**config.mk**
```make
export PLATFORM = sky130hd
export DESIGN_NAME = latest_frame_coalescing_queue_top
export DESIGN_NICKNAME = d
export VERILOG_FILES = /design/src/sv/lfcq_pkg.sv /design/src/sv/lfcq_ram.sv /design/src/sv/lfcq_idq.sv /design/src/sv/latest_frame_coalescing_queue_top.sv
export SDC_FILE = /design/constraint.sdc
export NUM_CORES = 2
export LEC_CHECK = 0
export BUFFER_PORTS_ARGS = -buffer_cell sky130_fd_sc_hd__buf_4
export CORE_ASPECT_RATIO = 0.75
export CORE_UTILIZATION = 31
export CTS_CLUSTER_DIAMETER = 120
export DETAILED_ROUTE_END_ITERATION = 7
export PLACE_DENSITY_LB_ADDON = 0.12
export SYNTH_ARGS = -nofsm -noshare
export SYNTH_HDL_FRONTEND = slang
export SYNTH_SLANG_ARGS = --single-unit
export TNS_END_PERCENT = 100
```
**constraint.sdc**
```tcl
create_clock -name clk -period 53.5 [get_ports clk]
set_input_delay 2.675 -clock clk [delete_from_list [all_inputs] [get_ports clk]]
set_output_delay 2.675 -clock clk [all_outputs]
set_load 0.005 [all_outputs]
```
**src/sv/lfcq_pkg.sv**
```systemverilog
// ----------------------------------------------------------------------------
// lfcq_pkg
// Shared types and codes for the latest-frame coalescing queue.
// ----------------------------------------------------------------------------
`default_nettype none

package lfcq_pkg;

	// operation codes
	localparam logic [1:0] OP_PUSH = 2'd0;
	localparam logic [1:0] OP_POP  = 2'd1;
	localparam logic [1:0] OP_STOP = 2'd2;

	// result status codes
	localparam logic [2:0] STAT_STORED    = 3'd0;
	localparam logic [2:0] STAT_OVERWROTE = 3'd1;
	localparam logic [2:0] STAT_REJECTED  = 3'd2;
	localparam logic [2:0] STAT_POPPED    = 3'd3;
	localparam logic [2:0] STAT_EMPTY     = 3'd4;
	localparam logic [2:0] STAT_STOPPED   = 3'd5;
	localparam logic [2:0] STAT_STOP_DONE = 3'd6;

	// source count register
	localparam int unsigned CNT_W       = 5;
	localparam logic [CNT_W-1:0] CNT_RESET = 5'd1;

	// frame descriptor held per slot
	typedef struct packed {
		logic [31:0] frame_number;
		logic [63:0] capture_time;
		logic [23:0] byte_count;
		logic [31:0] payload_handle;
	} frame_t;

	localparam int unsigned FRAME_W = $bits(frame_t);

	// id queue control word
	typedef struct packed {
		logic push;
		logic pop;
	} idq_ctl_t;

endpackage

`default_nettype wire

```
**src/sv/lfcq_ram.sv**
```systemverilog
// ----------------------------------------------------------------------------
// lfcq_ram
// Generic simple dual-port RAM: one write port, one read port, registered read.
// ----------------------------------------------------------------------------
`default_nettype none

module lfcq_ram #(
	parameter int unsigned WIDTH = 8,
	parameter int unsigned DEPTH = 16
) (
	input  wire                                        clk,
	input  wire                                        we,
	input  wire  [(DEPTH > 1 ? $clog2(DEPTH) : 1)-1:0] waddr,
	input  wire  [WIDTH-1:0]                           wdata,
	input  wire  [(DEPTH > 1 ? $clog2(DEPTH) : 1)-1:0] raddr,
	output logic [WIDTH-1:0]                           rdata
);

	logic [WIDTH-1:0] mem_q [DEPTH];

	// write port
	always_ff @(posedge clk) begin
		if (we) begin
			mem_q[waddr] <= wdata;
		end
	end

	// registered read port
	always_ff @(posedge clk) begin
		rdata <= mem_q[raddr];
	end

endmodule

`default_nettype wire

```
**src/sv/lfcq_idq.sv**
```systemverilog
// ----------------------------------------------------------------------------
// lfcq_idq
// Ring of pending source ids. Head entry is read every cycle through a registered
// read, so the oldest id is available in the cycle after the head pointer settles.
// ----------------------------------------------------------------------------
`default_nettype none

module lfcq_idq #(
	parameter int unsigned DEPTH = 16
) (
	input  wire                                        clk,
	input  wire                                        arst_n,
	input  lfcq_pkg::idq_ctl_t                         ctl,
	input  wire  [(DEPTH > 1 ? $clog2(DEPTH) : 1)-1:0] push_id,
	output logic [(DEPTH > 1 ? $clog2(DEPTH) : 1)-1:0] head_id,
	output logic                                       empty
);

	import lfcq_pkg::*;

	localparam int unsigned IW = (DEPTH > 1) ? $clog2(DEPTH) : 1;
	localparam int unsigned FW = $clog2(DEPTH + 1);
	localparam logic [IW-1:0] LAST = IW'(DEPTH - 1);

	logic [IW-1:0] head_q;
	logic [IW-1:0] tail_q;
	logic [FW-1:0] fill_q;

	// pointers and fill count
	always_ff @(posedge clk or negedge arst_n) begin
		if (!arst_n) begin
			head_q <= '0;
			tail_q <= '0;
			fill_q <= '0;
		end else begin
			if (ctl.push) begin
				tail_q <= (tail_q == LAST) ? '0 : tail_q + 1'b1;
				fill_q <= fill_q + 1'b1;
			end else if (ctl.pop) begin
				head_q <= (head_q == LAST) ? '0 : head_q + 1'b1;
				fill_q <= fill_q - 1'b1;
			end
		end
	end

	assign empty = (fill_q == '0);

	// id storage
	lfcq_ram #(
		.WIDTH (IW),
		.DEPTH (DEPTH)
	) u_ram (
		.clk   (clk),
		.we    (ctl.push),
		.waddr (tail_q),
		.wdata (push_id),
		.raddr (head_q),
		.rdata (head_id)
	);

	// each id is queued at most once, so the ring never overflows
	a_fill_range: assert property (@(posedge clk) disable iff (!arst_n)
		fill_q <= FW'(DEPTH))
		else $error("id queue fill above depth");

	a_no_pop_empty: assert property (@(posedge clk) disable iff (!arst_n)
		ctl.pop |-> fill_q != '0)
		else $error("id queue popped while empty");

	a_push_pop_excl: assert property (@(posedge clk) disable iff (!arst_n)
		!(ctl.push && ctl.pop))
		else $error("id queue push and pop together");

endmodule

`default_nettype wire

```
**src/sv/latest_frame_coalescing_queue_top.sv**
```systemverilog
// ----------------------------------------------------------------------------
// latest_frame_coalescing_queue_top
// Keeps the newest frame descriptor per camera source and a queue of sources
// with a pending frame; push coalesces, pop returns the oldest source.
// ----------------------------------------------------------------------------
// A command is taken when start is high and busy is low. Every command gives
// exactly one result, shown for one cycle with done high; the receiver cannot
// stall it. Push, stop and a pop that finds the queue empty or stopped go through
// a registered read of the slot word and queue head, then an update step; a pop
// that returns a frame adds a further read step, since the slot is read at the id
// that comes out of the queue memory. done rises in the cycle in which busy falls,
// and a new command may start in that same cycle.
// The configuration port is always ready.
// ----------------------------------------------------------------------------
`default_nettype none

module latest_frame_coalescing_queue_top #(
	parameter int unsigned MAX_SOURCES = 16
) (
	input  wire         clk,
	input  wire         arst_n,
	// command
	input  wire         start,
	output logic        busy,
	input  wire  [1:0]  operation,
	input  wire  [15:0] cam_id,
	input  wire  [31:0] frame_number,
	input  wire  [63:0] capture_time,
	input  wire  [23:0] byte_count,
	input  wire  [31:0] payload_handle,
	// result
	output logic        done,
	output logic [2:0]  status,
	output logic [3:0]  out_source,
	output logic [31:0] out_frame_number,
	output logic [63:0] out_capture_time,
	output logic [23:0] out_byte_count,
	output logic [31:0] out_payload_handle,
	output logic [31:0] slot_drops,
	output logic [63:0] total_drops,
	// configuration
	input  wire         cfg_valid,
	output logic        cfg_ready,
	input  wire  [4:0]  cfg_data
);

	import lfcq_pkg::*;

	localparam int unsigned IW = (MAX_SOURCES > 1) ? $clog2(MAX_SOURCES) : 1;
	localparam logic [15:0] MAX_ID = 16'(MAX_SOURCES);
	// slot word: frame descriptor over the drop count
	localparam int unsigned SLOT_W = FRAME_W + 32;

	// sequencer codes
	localparam logic [1:0] S_IDLE = 2'd0;
	localparam logic [1:0] S_EXEC = 2'd1;
	localparam logic [1:0] S_POP  = 2'd2;

	logic [1:0]             state_q;
	logic [CNT_W-1:0]       src_cnt_q;
	logic                   stopped_q;
	logic [63:0]            total_q;
	logic [MAX_SOURCES-1:0] pend_q;
	logic [MAX_SOURCES-1:0] dvld_q;

	// command capture
	logic [1:0]   op_q;
	logic [15:0]  id_q;
	frame_t       frame_q;

	// memory access
	logic [IW-1:0] raddr;
	logic [IW-1:0] raddr_q;
	logic [IW-1:0] head_id;
	logic          q_empty;
	idq_ctl_t      idq_ctl;
	frame_t        slot_rd;
	logic [SLOT_W-1:0]  slot_word;
	logic [FRAME_W-1:0] slot_rdata;
	logic [31:0]   drop_rdata;
	logic [31:0]   drop_cur;
	logic          slot_we;
	logic [31:0]   drop_new;

	// result
	logic        res_vld;
	logic [2:0]  res_status;
	logic [3:0]  res_source;
	frame_t      res_frame;
	logic [31:0] res_drops;
	logic [63:0] total_nxt;
	logic [15:0] active;
	logic        accept;
	logic [IW-1:0] idx;
	logic [15:0] src_wide;

	assign accept    = start && !busy;
	assign busy      = (state_q != S_IDLE);
	assign cfg_ready = 1'b1;
	assign idx       = id_q[IW-1:0];

	// active source count, clipped to the slot count
	assign active = ({11'd0, src_cnt_q} > MAX_ID) ? MAX_ID : {11'd0, src_cnt_q};

	// slot read address: pushed id at accept, queue head for a pop
	assign raddr = (state_q == S_EXEC) ? head_id : cam_id[IW-1:0];

	assign slot_rdata = slot_word[SLOT_W-1:32];
	assign drop_rdata = slot_word[31:0];
	assign slot_rd    = frame_t'(slot_rdata);
	assign drop_cur   = dvld_q[raddr_q] ? drop_rdata : 32'd0;

	// execute step
	always_comb begin
		res_vld    = 1'b0;
		res_status = STAT_REJECTED;
		res_source = 4'd0;
		res_frame  = '0;
		res_drops  = 32'd0;
		total_nxt  = total_q;
		idq_ctl    = '0;
		slot_we    = 1'b0;
		drop_new   = drop_cur;
		src_wide   = 16'd0;
		unique case (state_q)
			S_EXEC: begin
				unique case (op_q)
					OP_PUSH: begin
						res_vld = 1'b1;
						if (id_q < active) begin
							slot_we    = 1'b1;
							src_wide   = 16'(idx);
							res_source = src_wide[3:0];
							if (pend_q[idx]) begin
								drop_new   = (drop_cur == '1) ? drop_cur : drop_cur + 32'd1;
								total_nxt  = (total_q == '1) ? total_q : total_q + 64'd1;
								res_status = STAT_OVERWROTE;
							end else begin
								idq_ctl.push = 1'b1;
								res_status   = STAT_STORED;
							end
							res_drops = drop_new;
						end
					end
					OP_POP: begin
						if (stopped_q) begin
							res_vld    = 1'b1;
							res_status = STAT_STOPPED;
						end else if (q_empty) begin
							res_vld    = 1'b1;
							res_status = STAT_EMPTY;
						end else begin
							idq_ctl.pop = 1'b1;
						end
					end
					OP_STOP: begin
						res_vld    = 1'b1;
						res_status = STAT_STOP_DONE;
					end
					default: begin
						res_vld    = 1'b1;
						res_status = STAT_REJECTED;
					end
				endcase
			end
			S_POP: begin
				res_vld    = 1'b1;
				res_status = STAT_POPPED;
				src_wide   = 16'(raddr_q);
				res_source = src_wide[3:0];
				res_frame  = slot_rd;
				res_drops  = drop_cur;
			end
			default: begin
				res_vld = 1'b0;
			end
		endcase
	end

	// sequencer and control state
	always_ff @(posedge clk or negedge arst_n) begin
		if (!arst_n) begin
			state_q   <= S_IDLE;
			src_cnt_q <= CNT_RESET;
			stopped_q <= 1'b0;
			total_q   <= 64'd0;
			pend_q    <= '0;
			dvld_q    <= '0;
			done      <= 1'b0;
		end else begin
			done    <= res_vld;
			total_q <= total_nxt;
			if (cfg_valid && cfg_ready) begin
				src_cnt_q <= cfg_data;
			end
			// drop count in the slot word is valid once the slot is written
			if (slot_we) begin
				dvld_q[idx] <= 1'b1;
			end
			if (idq_ctl.push) begin
				pend_q[idx] <= 1'b1;
			end
			if (idq_ctl.pop) begin
				pend_q[head_id] <= 1'b0;
			end
			if (state_q == S_EXEC && op_q == OP_STOP) begin
				stopped_q <= 1'b1;
			end
			unique case (state_q)
				S_IDLE: begin
					if (accept) begin
						state_q <= S_EXEC;
					end
				end
				S_EXEC: begin
					state_q <= idq_ctl.pop ? S_POP : S_IDLE;
				end
				S_POP: begin
					state_q <= S_IDLE;
				end
				default: begin
					state_q <= S_IDLE;
				end
			endcase
		end
	end

	// command and result words
	always_ff @(posedge clk) begin
		raddr_q <= raddr;
		if (accept) begin
			op_q                   <= operation;
			id_q                   <= cam_id;
			frame_q.frame_number   <= frame_number;
			frame_q.capture_time   <= capture_time;
			frame_q.byte_count     <= byte_count;
			frame_q.payload_handle <= payload_handle;
		end
		if (res_vld) begin
			status             <= res_status;
			out_source         <= res_source;
			out_frame_number   <= res_frame.frame_number;
			out_capture_time   <= res_frame.capture_time;
			out_byte_count     <= res_frame.byte_count;
			out_payload_handle <= res_frame.payload_handle;
			slot_drops         <= res_drops;
			total_drops        <= total_nxt;
		end
	end

	// slot descriptors and per-slot drop counts
	lfcq_ram #(
		.WIDTH (SLOT_W),
		.DEPTH (MAX_SOURCES)
	) u_slot_ram (
		.clk   (clk),
		.we    (slot_we),
		.waddr (idx),
		.wdata ({frame_q, drop_new}),
		.raddr (raddr),
		.rdata (slot_word)
	);

	// queue of pending source ids
	lfcq_idq #(
		.DEPTH (MAX_SOURCES)
	) u_idq (
		.clk     (clk),
		.arst_n  (arst_n),
		.ctl     (idq_ctl),
		.push_id (idx),
		.head_id (head_id),
		.empty   (q_empty)
	);

	// a result only follows an execute or pop-read step
	a_done_src: assert property (@(posedge clk) disable iff (!arst_n)
		done |-> ($past(state_q) == S_EXEC || $past(state_q) == S_POP))
		else $error("result without a command in flight");

	// pending slots and queued ids agree
	a_pend_empty: assert property (@(posedge clk) disable iff (!arst_n)
		(pend_q == '0) == q_empty)
		else $error("pending marks disagree with id queue");

	// a popped frame always comes from a pending slot
	a_pop_pending: assert property (@(posedge clk) disable iff (!arst_n)
		idq_ctl.pop |-> pend_q[head_id])
		else $error("queued id without pending mark");

	// total drop count never goes down
	a_total_mono: assert property (@(posedge clk) disable iff (!arst_n)
		state_q != S_IDLE |=> total_q >= $past(total_q))
		else $error("total drop count decreased");

endmodule

`default_nettype wire

```
==> results by group <==
Status
  • Status: complete, no violations

Pwr
  • Combinational share of power: 16.1%
  • Int Pwr: ~0.0054 W
  • Register share of total power: 47.2%
  • Sw frac: 29.0%
  • Leakage power: 57.3 nW
  • Clock share of power: between 30% and 40%
  • PD cells: between 40 and 50 mW/mm^2
  • Net Sw Power: 0.00221 W
  • Worst IR drop on VDD: 0.0309 mV
  • Total power draw: 0.00762 W

Floorplanning
  • Initial Util: 31.2%
  • Die ar.: 0.465 mm^2
  • Die width: slightly below 800 um
  • Core area: 0.459 mm^2
  • IO Pins: 437
  • Die Ht: 591 um
  • Row cnt: 215

Placement
  • Routability cong.: 0.765
  • Detailed placement HPWL: ~230 mm
  • PortBufs: 435
  • Placed inst area: roughly 0.15 mm^2
  • Dpl cells: 16664

Synth
  • Area contributors post-synth: edfxtp_1 (72%), nand2_1 (7.9%), nand3_1 (5.3%)
  • Largest area contributor in the netlist: edfxtp_1
  • Synth top cells by count: edfxtp_1 (3433), nand2_1 (3034), nand3_1 (1525)
  • Count leader, synth: edfxtp_1
  • Post-synth top area share: a little under three quarters
  • Synth Warn #: 0
  • Post-Synthesis Cell Area: around 0.14 mm^2
  • Seq cells post-synth: 3743
  • Mapped Nets: 10823
  • Synth Instances: 10628
  • Cell variety after synth: 78
  • Mean Syn Cell Area: ~13 um^2
  • Asr flop ratio synth: about 3.2%
  • Post-synth EDFFs: roughly 3400
  • Synth Flop Type: edfxtp_1
  • Register area share after synthesis: 76.7%

Cells and area
  • FF/Latch Area: 0.110 mm^2
  • Share of layout cells above drive strength 1: 11.7%
  • Post-Layout Cell Count: 17418
  • Nets: 11184
  • Final instance area: about 0.17 mm^2
  • Multi-input logic area: 0.0309 mm^2
  • Fin util: 36.3%
  • Synth-to-layout area growth: 16.3%
  • Fill count: 44002

Setup path
  • CP cell instances: buf_4, mux2i_4, buf_4, inv_8, buf_4, buf_4, buf_4, buf_4, nand2_1, and3_1, a311oi_1, a311oi_1, a31oi_1
  • Reg-to-reg setup timing slack: 46.39 ns
  • Slowest CP cell: buf_4
  • Crit path top cell by count: buf_4
  • Crit Path Category: in -> reg
  • Critical path's largest stage delay: 0.79 ns
  • CP Launch Type: input port
  • Worst-path fanout max: 113
  • Crit path capture type: flip-flop
  • Critical path data required time: 54.40 ns
  • Worst EP arrival: 8.05 ns

Clocking
  • Num CTS Buffers: 398
  • Post-CTS setup buffers: 0
  • CTS tree: yes
  • Clk Latency, worst-skew pair: 0.99 ns
  • Worst-case clock buffer depth: 4
  • Root buffer cell: clkbuf_16
  • TritonCTS sink count: 3743
  • Hold buffer count at CTS: 0
  • PostCTS Resize Cnt: 0
  • H-tree level count: 5
  • Clock transition at path regs: 0.06 ns

Drt
  • DRT iter0 DRCs: 7749
  • Via density: roughly 5.1
  • Routed length per instance: 25.5 um
  • DR vias: 88834
  • Drt pass-1 iters: 6
  • Routed wire length: 444 mm
  • Final ANT Viol Nets: 0
  • DRC Markers: 0

Global routing
  • First-pass GRT wire length: 633 mm
  • Initial antenna violation count: 33
  • Number of global-route vias before repair: 86649
  • Overall track demand over capacity in global routing: 18.4%
  • Largest net degree at the start of global routing: 181
  • GRT Residual Overflow: 0

Run
  • Max_cap viols: 0

Timing
  • Max Slew Vio Count: 0
  • Setup TNS: 0 ns
  • Final setup viols: 0
  • Slew of the pin with the lowest slew margin: 1.43 ns
  • Rel. slew slack: 4.76%
  • Period utilisation layout: a little over an eighth
  • Hold Fails Final Rpt: 0
  • Final Skew: 0.0489 ns
  • RSZ-0062 raised after global routing: false
  • Highest Clock Rate: between 100 and 150 MHz
  • Final min period: roughly 7 ns

Min path
  • Worst hold path type: reg -> reg
## power groups by stage
stage,Combinational (W),Sequential [W],Clock (W)
final,0.00123,0.00360,0.00279
after global routing,0.00137,0.00362,0.00297
after CTS,0.00125,0.00360,0.00287
after detailed placement,0.00125,0.00366,0
after global placement,0.00124,0.00366,0
after floorplan,0.000778,0.00362,0
## placed cells by master, fill, tap and decap left out, types with 169 or more instances in the layout
| master | count |
|---|---|
| and3_1 | 210 |
| a31oi_1 | 196 |
| nand3_1 | 1525 |
| and2_1 | 169 |
| buf_4 | 636 |
| nand2_1 | 3034 |
| a311oi_1 | 373 |
| edfxtp_1 | 3433 |
| clkbuf_16 | 401 |
| dfxtp_1 | 192 |
## final cells by class
cell class | count | area share [%]
sequential | 3743 | 65.9
multi-input combinational | 6161 | 18.5
clock buffer | 537 | 6.52
tap | 6076 | 4.56
timing repair buffer | 654 | 3.08
clock inverter | 207 | 1.31
inverter | 31 | 0.0871
antenna | 9 | 0.0135
## worst max-delay path, delay by kind of cell
kind            cells  cell delay, ns
compound gates      3            0.61
mux                 1            0.06
buf+inv             7            4.04
simple gates        2            0.30
## cells by family after synthesis
group | share of synthesized area, %
AOI/OAI and AO/OA | 4.14
xor gates and xnor gates | 0.471
adders and majority gates | 0.140
buffers and inverters | 1.95
DFF | 76.7
muxes | 0.470
other | 0.00262
and+or+nand+nor | 16.2
## flip-flops by register name, summed over array words and instances, names as in the netlist, 32 cells and up
name,cells
u_slot_ram.rdata,184
u_slot_ram.mem_q,2944
u_idq.u_ram.mem_q,64
frame_q,152
out_capture_time,64
out_payload_handle,32
total_q,64
out_frame_number,32
total_drops,64
slot_drops,32
## routing by layer
layer | vias to the layer above | GRT usage [%] | wire, um
li1 | 39906 | - | -
met5 | - | 0 | 24
met2 | 2476 | 28.8 | 200000
met3 | 563 | 2.53 | 23900
met1 | 45885 | 27.1 | 210000
met4 | 4 | 4.27 | 9600
## through the flow
stage	hold slack, ns	setup WS (ns)
floorplan	0.423	32.78
global placement	0.442	45.29
detailed placement	0.445	45.32
CTS	0.458	46.15
global route	0.475	46.01
finish	0.459	46.35
## final timing paths
| check | from | endpoint | cells after the start |
|---|---|---|---|
| worst min-delay path | dvld_q[10] | dvld_q[10] | 1 |
| worst max register to register | state_q[1] | u_slot_ram.mem_q[10][78] | 11 |
| worst min register to register | dvld_q[10] | dvld_q[10] | 1 |
| min in group asynchronous | arst_n | src_cnt_q[3] | 1 |
| max in group asynchronous | arst_n | total_q[34] | 2 |
| worst max-delay path | cam_id[0] | u_slot_ram.rdata[111] | 13 |
Power figures use the tool's default switching activity.
